## config.mk

```make
export PLATFORM = sky130hd
export DESIGN_NAME = card_mac_key_search_check
export DESIGN_NICKNAME = d
export VERILOG_FILES = /design/src/rtl/cmksc_pkg.sv /design/src/rtl/card_mac_key_search_check.sv
export SDC_FILE = /design/constraint.sdc
export NUM_CORES = 1
export LEC_CHECK = 0
export BUFFER_PORTS_ARGS = -buffer_cell sky130_fd_sc_hd__buf_4
export CAP_MARGIN = 0
export CORE_UTILIZATION = 58
export CTS_CLUSTER_SIZE = 14
export DETAILED_ROUTE_END_ITERATION = 10
export PLACE_DENSITY = 0.79
export SLEW_MARGIN = 10
export SYNTH_ARGS = -nofsm -noshare
export SYNTH_HDL_FRONTEND = slang
export SYNTH_SLANG_ARGS = --single-unit
```

## constraint.sdc

```tcl
create_clock -name i_clk -period 7.8 [get_ports i_clk]
set_input_delay 1.17 -clock i_clk [delete_from_list [all_inputs] [get_ports i_clk]]
set_output_delay 1.17 -clock i_clk [all_outputs]
set_load 0.005 [all_outputs]
```

## src/rtl/cmksc_pkg.sv

```systemverilog
// Shared types and constants for the card MAC key search check.
`timescale 1ns / 1ps

package cmksc_pkg;

    localparam int IndexWidth    = 40;
    localparam int KeyWidth      = 64;
    localparam int CfgDataWidth  = 64;
    localparam int CfgAddrWidth  = 2;
    localparam int InDataWidth   = 40;   // key_index, already whole bytes
    localparam int OutDataWidth  = 48;   // match + tried_index, padded to bytes
    localparam int ChalBits      = 96;
    localparam int MacBits       = 32;
    localparam int CountWidth    = 7;

    localparam logic [CountWidth-1:0] AbsorbRounds = 7'd96;
    localparam logic [CountWidth-1:0] LastCount    = 7'd127;

    // cipher init constants
    localparam logic [7:0]  KeyXorInit = 8'h4C;
    localparam logic [7:0]  LeftAdd    = 8'hEC;
    localparam logic [7:0]  RightAdd   = 8'h21;
    localparam logic [7:0]  FbInit     = 8'h4C;
    localparam logic [15:0] TopInit    = 16'hE012;

    // configuration register indexes
    localparam logic [CfgAddrWidth-1:0] RegFixedKeyBits = 2'd0;
    localparam logic [CfgAddrWidth-1:0] RegChalLow      = 2'd1;
    localparam logic [CfgAddrWidth-1:0] RegChalHigh     = 2'd2;
    localparam logic [CfgAddrWidth-1:0] RegTargetMac    = 2'd3;

    typedef enum logic [1:0] {
        ST_IDLE = 2'b01,
        ST_RUN  = 2'b10
    } t_state;

endpackage

```

## src/rtl/card_mac_key_search_check.sv

```systemverilog
// Top level: one candidate key tested against the target MAC, one cipher round a cycle.
`timescale 1ns / 1ps

// Channel   Dir  Payload (lowest bit up)              Handshake
// s         in   tdata[39:0] key_index                 i_s_tvalid / o_s_tready
// m         out  tdata[0] match, [40:1] tried_index    o_m_tvalid / i_m_tready
// cfg       in   i_cfg_addr register, i_cfg_data value i_cfg_we (no wait)
//
// Sequence: an item is taken in IDLE (key built, cipher state loaded), then
// the shared round unit runs 127 rounds, with the last 32 states compared
// one bit each against the target MAC. The single round unit (8-bit key
// select plus two chained 8-bit adds) serves every round. Reset is
// synchronous, active low, and leaves the block idle.
// A result waits in the output register; a new item is taken meanwhile. The
// round loop holds its last step only if the previous result is still unread.

module card_mac_key_search_check (
    input  logic                                   i_clk,
    input  logic                                   i_rst_n,
    // stream in
    input  logic                                   i_s_tvalid,
    output logic                                   o_s_tready,
    input  logic [cmksc_pkg::InDataWidth-1:0]      i_s_tdata,   // [39:0] key_index
    // stream out
    output logic                                   o_m_tvalid,
    input  logic                                   i_m_tready,
    output logic [cmksc_pkg::OutDataWidth-1:0]     o_m_tdata,   // [0] match, [40:1] tried_index
    // configuration writes
    input  logic                                   i_cfg_we,
    input  logic [cmksc_pkg::CfgAddrWidth-1:0]     i_cfg_addr,
    input  logic [cmksc_pkg::CfgDataWidth-1:0]     i_cfg_data
);
    import cmksc_pkg::*;

    // configuration
    logic [23:0]          r_fixed_bits;
    logic [ChalBits-1:0]  r_chal;
    logic [MacBits-1:0]   r_target;

    // sequencer and cipher state
    t_state               r_state, n_state;
    logic [CountWidth-1:0] r_cnt, n_cnt;
    logic [7:0]           r_l, n_l;
    logic [7:0]           r_r, n_r;
    logic [7:0]           r_b, n_b;
    logic [15:0]          r_t, n_t;
    logic [KeyWidth-1:0]  r_key, n_key;
    logic [IndexWidth-1:0] r_idx, n_idx;
    logic                 r_ok, n_ok;

    // output register
    logic                 r_out_valid, n_out_valid;
    logic                 r_out_match, n_out_match;
    logic [IndexWidth-1:0] r_out_idx, n_out_idx;

    logic s_accept;
    logic finish;
    logic cmp_phase;
    logic do_round;

    // round unit signals
    logic       tt, bt, y;
    logic [7:0] c;
    logic       z0, z1, z2;
    logic [2:0] sel;
    logic [7:0] rnd_b, rnd_val, rnd_r, rnd_l;
    logic [15:0] rnd_t;
    logic [KeyWidth-1:0] new_key;
    logic [7:0] k0x;

    assign o_s_tready = (r_state == ST_IDLE);
    assign s_accept   = i_s_tvalid && o_s_tready;
    assign cmp_phase  = (r_cnt >= AbsorbRounds);
    assign do_round   = (r_cnt != LastCount);
    assign finish     = (r_state == ST_RUN) && !do_round && (!r_out_valid || i_m_tready);

    // key byte j: fixed bits 3j+2..3j low, index bits 5(7-j)+4..5(7-j) high
    always_comb begin
        for (int j = 0; j < 8; j++) begin
            new_key[8*j +: 3]     = r_fixed_bits[3*j +: 3];
            new_key[8*j + 3 +: 5] = i_s_tdata[5*(7-j) +: 5];
        end
    end
    assign k0x = new_key[7:0] ^ KeyXorInit;

    // shared cipher round
    always_comb begin
        c     = {r_r[0], r_r[1], r_r[2], r_r[3], r_r[4], r_r[5], r_r[6], r_r[7]};
        y     = cmp_phase ? 1'b0 : r_chal[r_cnt];
        tt    = r_t[15] ^ r_t[14] ^ r_t[10] ^ r_t[8] ^ r_t[5] ^ r_t[4] ^ r_t[1] ^ r_t[0];
        bt    = r_b[6] ^ r_b[5] ^ r_b[4] ^ r_b[0];
        rnd_t = {tt ^ c[0] ^ c[4], r_t[15:1]};
        rnd_b = {bt ^ c[7], r_b[7:1]};
        z0    = (c[0] & c[2]) ^ (c[1] & ~c[3]) ^ (c[2] | c[4]);
        z1    = (c[0] | c[2]) ^ (c[5] | c[7]) ^ c[1] ^ c[6] ^ tt ^ y;
        z2    = (c[3] & ~c[5]) ^ (c[4] & c[6]) ^ c[7] ^ tt;
        sel   = {z0, z1, z2};
        rnd_val = r_key[8*sel +: 8] ^ rnd_b;
        rnd_r = rnd_val + r_l;
        rnd_l = rnd_r + r_r;
    end

    always_comb begin
        n_state     = r_state;
        n_cnt       = r_cnt;
        n_l         = r_l;
        n_r         = r_r;
        n_b         = r_b;
        n_t         = r_t;
        n_key       = r_key;
        n_idx       = r_idx;
        n_ok        = r_ok;
        n_out_valid = r_out_valid && !i_m_tready;
        n_out_match = r_out_match;
        n_out_idx   = r_out_idx;

        case (r_state)
            ST_IDLE: begin
                if (s_accept) begin
                    n_key   = new_key;
                    n_idx   = i_s_tdata[IndexWidth-1:0];
                    n_l     = k0x + LeftAdd;
                    n_r     = k0x + RightAdd;
                    n_b     = FbInit;
                    n_t     = TopInit;
                    n_cnt   = '0;
                    n_ok    = 1'b1;
                    n_state = ST_RUN;
                end
            end
            ST_RUN: begin
                // MAC bit n sits in r[2] after 96+n rounds
                if (cmp_phase) begin
                    n_ok = r_ok && (r_r[2] == r_target[r_cnt[4:0]]);
                end
                if (do_round) begin
                    n_t   = rnd_t;
                    n_b   = rnd_b;
                    n_r   = rnd_r;
                    n_l   = rnd_l;
                    n_cnt = r_cnt + 1'b1;
                end
                if (finish) begin
                    n_out_valid = 1'b1;
                    n_out_match = n_ok;
                    n_out_idx   = r_idx;
                    n_state     = ST_IDLE;
                end
            end
            default: begin
                n_state = ST_IDLE;
            end
        endcase
    end

    always_ff @(posedge i_clk) begin
        if (!i_rst_n) begin
            r_state     <= ST_IDLE;
            r_cnt       <= '0;
            r_ok        <= 1'b1;
            r_out_valid <= 1'b0;
        end else begin
            r_state     <= n_state;
            r_cnt       <= n_cnt;
            r_ok        <= n_ok;
            r_out_valid <= n_out_valid;
        end
    end

    always_ff @(posedge i_clk) begin
        r_l         <= n_l;
        r_r         <= n_r;
        r_b         <= n_b;
        r_t         <= n_t;
        r_key       <= n_key;
        r_idx       <= n_idx;
        r_out_match <= n_out_match;
        r_out_idx   <= n_out_idx;
    end

    // configuration registers
    always_ff @(posedge i_clk) begin
        if (!i_rst_n) begin
            r_fixed_bits <= '0;
            r_chal       <= '0;
            r_target     <= '0;
        end else if (i_cfg_we) begin
            case (i_cfg_addr)
                RegFixedKeyBits: r_fixed_bits   <= i_cfg_data[23:0];
                RegChalLow:      r_chal[63:0]   <= i_cfg_data;
                RegChalHigh:     r_chal[95:64]  <= i_cfg_data[31:0];
                RegTargetMac:    r_target       <= i_cfg_data[MacBits-1:0];
                default: ;
            endcase
        end
    end

    assign o_m_tvalid = r_out_valid;
    assign o_m_tdata  = {{(OutDataWidth-IndexWidth-1){1'b0}}, r_out_idx, r_out_match};

    // an accepted item starts the round loop from zero
    a_load: assert property (@(posedge i_clk) disable iff (!i_rst_n)
        s_accept |=> (r_state == ST_RUN) && (r_cnt == '0) && r_ok)
        else $error("round loop not started on accept");

    // rounds advance one per cycle until the last count
    a_step: assert property (@(posedge i_clk) disable iff (!i_rst_n)
        (r_state == ST_RUN) && do_round |=> (r_cnt == $past(r_cnt) + 1'b1))
        else $error("round counter skipped");

    // a mismatch can only be found during the compare rounds
    a_cmp: assert property (@(posedge i_clk) disable iff (!i_rst_n)
        $fell(r_ok) |-> ($past(r_cnt) >= AbsorbRounds))
        else $error("mismatch flagged during absorb");

    // a result is written only when the slot is free or being drained
    a_slot: assert property (@(posedge i_clk) disable iff (!i_rst_n)
        finish |-> (!r_out_valid || i_m_tready))
        else $error("result overwrote a pending one");

endmodule
```

==> flow_summary.json <==
{
  "antenna_found_initial": 0,
  "grt_pass1_vias": 8952,
  "rsz0062_at_grt": "false",
  "synth-edff-count": 145,
  "die_x_um": 153.9,
  "setup_ws_ps": 914.5,
  "n_antenna_cell": 0,
  "vias": 9129,
  "cts_max_path_buffers": 3,
  "n_fill_cell": 1587,
  "syn-mean-instance-area_um2": 11.22,
  "cts_root_buf": "clkbuf_16",
  "grt_pass1_wl_um": 47620,
  "synthCells": 1193,
  "preCtsSetupSlack_ps": 866.3,
  "hold_viol": 0,
  "finalSetupTns_ps": 0,
  "postCtsHoldBufs": 0,
  "worstSetupPathType": "flip-flop to flip-flop",
  "critPathLaunchType": "flip-flop",
  "wl_per_cell_um": 18.11,
  "initialDrtViolationCount": 669,
  "cp_max_fo": 18,
  "timing.fmax_ghz": 0.1452,
  "slew_headroom_pct": 21.27,
  "powerDensity_nw_per_um2": 279.5,
  "clk_latency_ps": 570,
  "track_usage_pct": 25.39,
  "ant_nets": 0,
  "die_y_um": 153.9,
  "tightest_slew_ps": 1181,
  "gr-total-overflow": 0,
  "multi_input_area_um2": 5413,
  "synth-main-ff-cell": "dfxtp_1",
  "io_pins": 161,
  "dp.cells": 1572,
  "hold_ws_ps": 429.3,
  "grt_max_degree": 81,
  "ys.warnings.count": 0,
  "dr_wl_met2_um": 14760,
  "met1Wirelength_um": 12250,
  "dr.pass1.iters": 5,
  "htree_levels": 1,
  "nets": 1452,
  "finalSetupViolCount": 0,
  "p_leak_nw": 5.716,
  "row_count": 55,
  "core_um2": 22640,
  "seqCellArea_um2": 7619,
  "gp_congestion": 0.8623,
  "drv_slew": 0,
  "hold_depth": 0,
  "wl_met3_um": 1752,
  "rrSetupSlack_ps": 910,
  "crit_required_ps": 8120,
  "period_share_pct": 88.28,
  "portBuffers": 153,
  "cts_sinks": 308,
  "peakVddDrop_mv": 0.2014,
  "wirelength_um": 29520,
  "crit_arrival_ps": 7200,
  "ys_seq_elements": 308,
  "fin_skew_ps": 8.858,
  "async_flop_share_pct": 0,
  "die_area_um2": 23690,
  "maxCapViolations": 0,
  "period_needed_ps": 6885,
  "ys_types": 51,
  "cts_resized": 0,
  "cts_tree": "done",
  "rr_worst_depth": 25,
  "area_growth_syn_to_layout_pct": 17.94,
  "cts.clk_slew.worst_paths_ps": 60,
  "drive_gt1_share_pct": 20.97,
  "status": "finished, final reports clean",
  "top_layer_used": "met4",
  "cts_buffers": 31,
  "start_util_pct": 59.12,
  "yosysSeqAreaShare_pct": 56.91,
  "r2r_end": "r_l[7]$_DFFE_PP_",
  "holdPathEnd": "r_key[16]$_DFFE_PP_",
  "vias_per_cell": 5.601,
  "min_path_type": "flip-flop to flip-flop",
  "cp-end-kind": "flip-flop",
  "worstHoldStart": "r_fixed_bits[6]$_SDFFE_PN0P_",
  "drcViolationCount": 0,
  "synth_area_um2": 13390,
  "post-cts-setup-buffer-count": 0,
  "reg2reg_from": "r_cnt[0]$_SDFFE_PN0P_",
  "stdcell_count": 1630,
  "dp_hpwl_um": 19960
}
power by group:
| part | switching [mW] | leakage [nW] | internal, mW |
|---|---|---|---|
| registers | 0.0396 | 2.67 | 1.77 |
| clock network | 0.638 | 0.538 | 0.902 |
| logic | 0.564 | 2.51 | 0.498 |
| total | 1.24 | 5.72 | 3.17 |
per-stage QoR:
stage               area, um2  utilization, %  power [mW]
floorplan               13410               -       2.640
global placement        14710           64.98       2.852
detailed placement      14710           64.98       2.893
CTS                     15790           69.73       4.435
global route            15790           69.73       4.622
finish                  15790           69.73       4.412
metal layers:
layer | vias to the layer above | track usage [%]
li1 | 4373 | -
met1 | 4394 | 33.81
met2 | 307 | 43.14
met3 | 55 | 3.720
met4 | 0 | 7.714
met5 | - | 0
logic make-up (layout without fill, tap and decap cells):
logic type / after synthesis / after routing / synth area share, %
buffers and inverters: 97 / 243 / 3.131
adders and majority gates: 21 / 21 / 2.075
AOI/OAI and AO/OA: 217 / 217 / 11.65
muxes: 71 / 71 / 9.348
other: 1 / 7 / 0.02802
and+or+nand+nor: 417 / 417 / 12.82
xor gates and xnor gates: 61 / 61 / 4.047
DFF: 308 / 308 / 56.91
registers in the layout, indices dropped and copies added (netlist names), 16 cells and up:
| name | cells |
|---|---|
| r_t | 16 |
| r_key | 63 |
| r_out_idx | 40 |
| r_target | 32 |
| r_fixed_bits | 24 |
| r_chal | 96 |
cells in the final DEF (no fill, tap or decap), types with 4 or more instances in the layout:
master / n
nor2b_1: 5
dfxtp_1: 162
mux4_2: 43
o21bai_1: 4
xnor2_1: 41
inv_1: 16
a21boi_0: 155
buf_4: 168
nand3_1: 8
ha_1: 19
a21oi_1: 23
nor2_1: 28
xor2_1: 17
and2_1: 15
o22ai_1: 5
mux2i_1: 26
edfxtp_1: 145
o21ai_0: 10
nand2b_1: 14
conb_1: 7
clkbuf_16: 33
clkinv_2: 10
nand2_1: 330
worst max path at each step:
stage	end	startpoint	slack, ps
CTS	r_l[7]$_DFFE_PP_	r_cnt[0]$_SDFFE_PN0P_	860
global placement	r_l[7]$_DFFE_PP_	r_cnt[0]$_SDFFE_PN0P_	1110
global route	r_l[7]$_DFFE_PP_	r_cnt[0]$_SDFFE_PN0P_	340
floorplan	r_l[7]$_DFFE_PP_	r_cnt[0]$_SDFFE_PN0P_	1850
finish	r_l[7]$_DFFE_PP_	r_cnt[0]$_SDFFE_PN0P_	910
detailed placement	r_l[7]$_DFFE_PP_	r_cnt[0]$_SDFFE_PN0P_	870
Yosys cell counts, drive strengths merged, types with 2 or more instances:
cell type | number | area, um2
nor3b | 4 | 30.03
o21bai | 4 | 30.03
mux2 | 2 | 22.52
xor2 | 17 | 148.9
mux4 | 43 | 968.4
nand3b | 2 | 15.01
a31oi | 3 | 18.77
xnor2 | 44 | 392.9
edfxtp | 145 | 4354
nor2 | 29 | 108.9
ha | 19 | 237.7
o22ai | 5 | 31.28
nor2b | 7 | 43.79
a21o | 3 | 22.52
a21boi | 155 | 1164
clkbuf | 60 | 225.2
nand2b | 14 | 87.58
a21oi | 23 | 115.1
nand2 | 330 | 1239
dfxtp | 163 | 3263
nand3 | 8 | 40.04
a2111oi | 2 | 17.52
o21ai | 11 | 58.81
o221ai | 2 | 17.52
mux2i | 26 | 260.3
buf | 20 | 130.1
and2 | 16 | 100.1
fa | 2 | 40.04
a211oi | 2 | 15.01
inv | 17 | 63.81
final cells by class:
type	count	area share, %
multi-input cells	794	34.29
well taps	285	2.259
repair buffers	168	7.989
flip-flops and latches	308	48.26
clock buffers	39	5.564
clock inverters	19	1.236
inverters	17	0.4042
critical path: stages (launching register included):
cell and delay [ps]:
dfxtp_2 730, buf_4 290, mux4_2 510, mux2i_1 140, o21ai_0 90, a211oi_1 350
o41ai_2 170, xnor2_2 680, mux4_2 400, mux2i_1 170, xnor2_1 140, ha_1 190
inv_1 60, fa_1 500, inv_1 80, ha_1 270, a21o_1 170, a21oi_1 230
o21bai_1 90, a21oi_1 240, o21ai_0 160, xor2_1 250, xor2_1 210, xnor2_1 130
o22ai_1 90, a211o_1 300
Note: power is estimated with default switching activity, not from simulation.
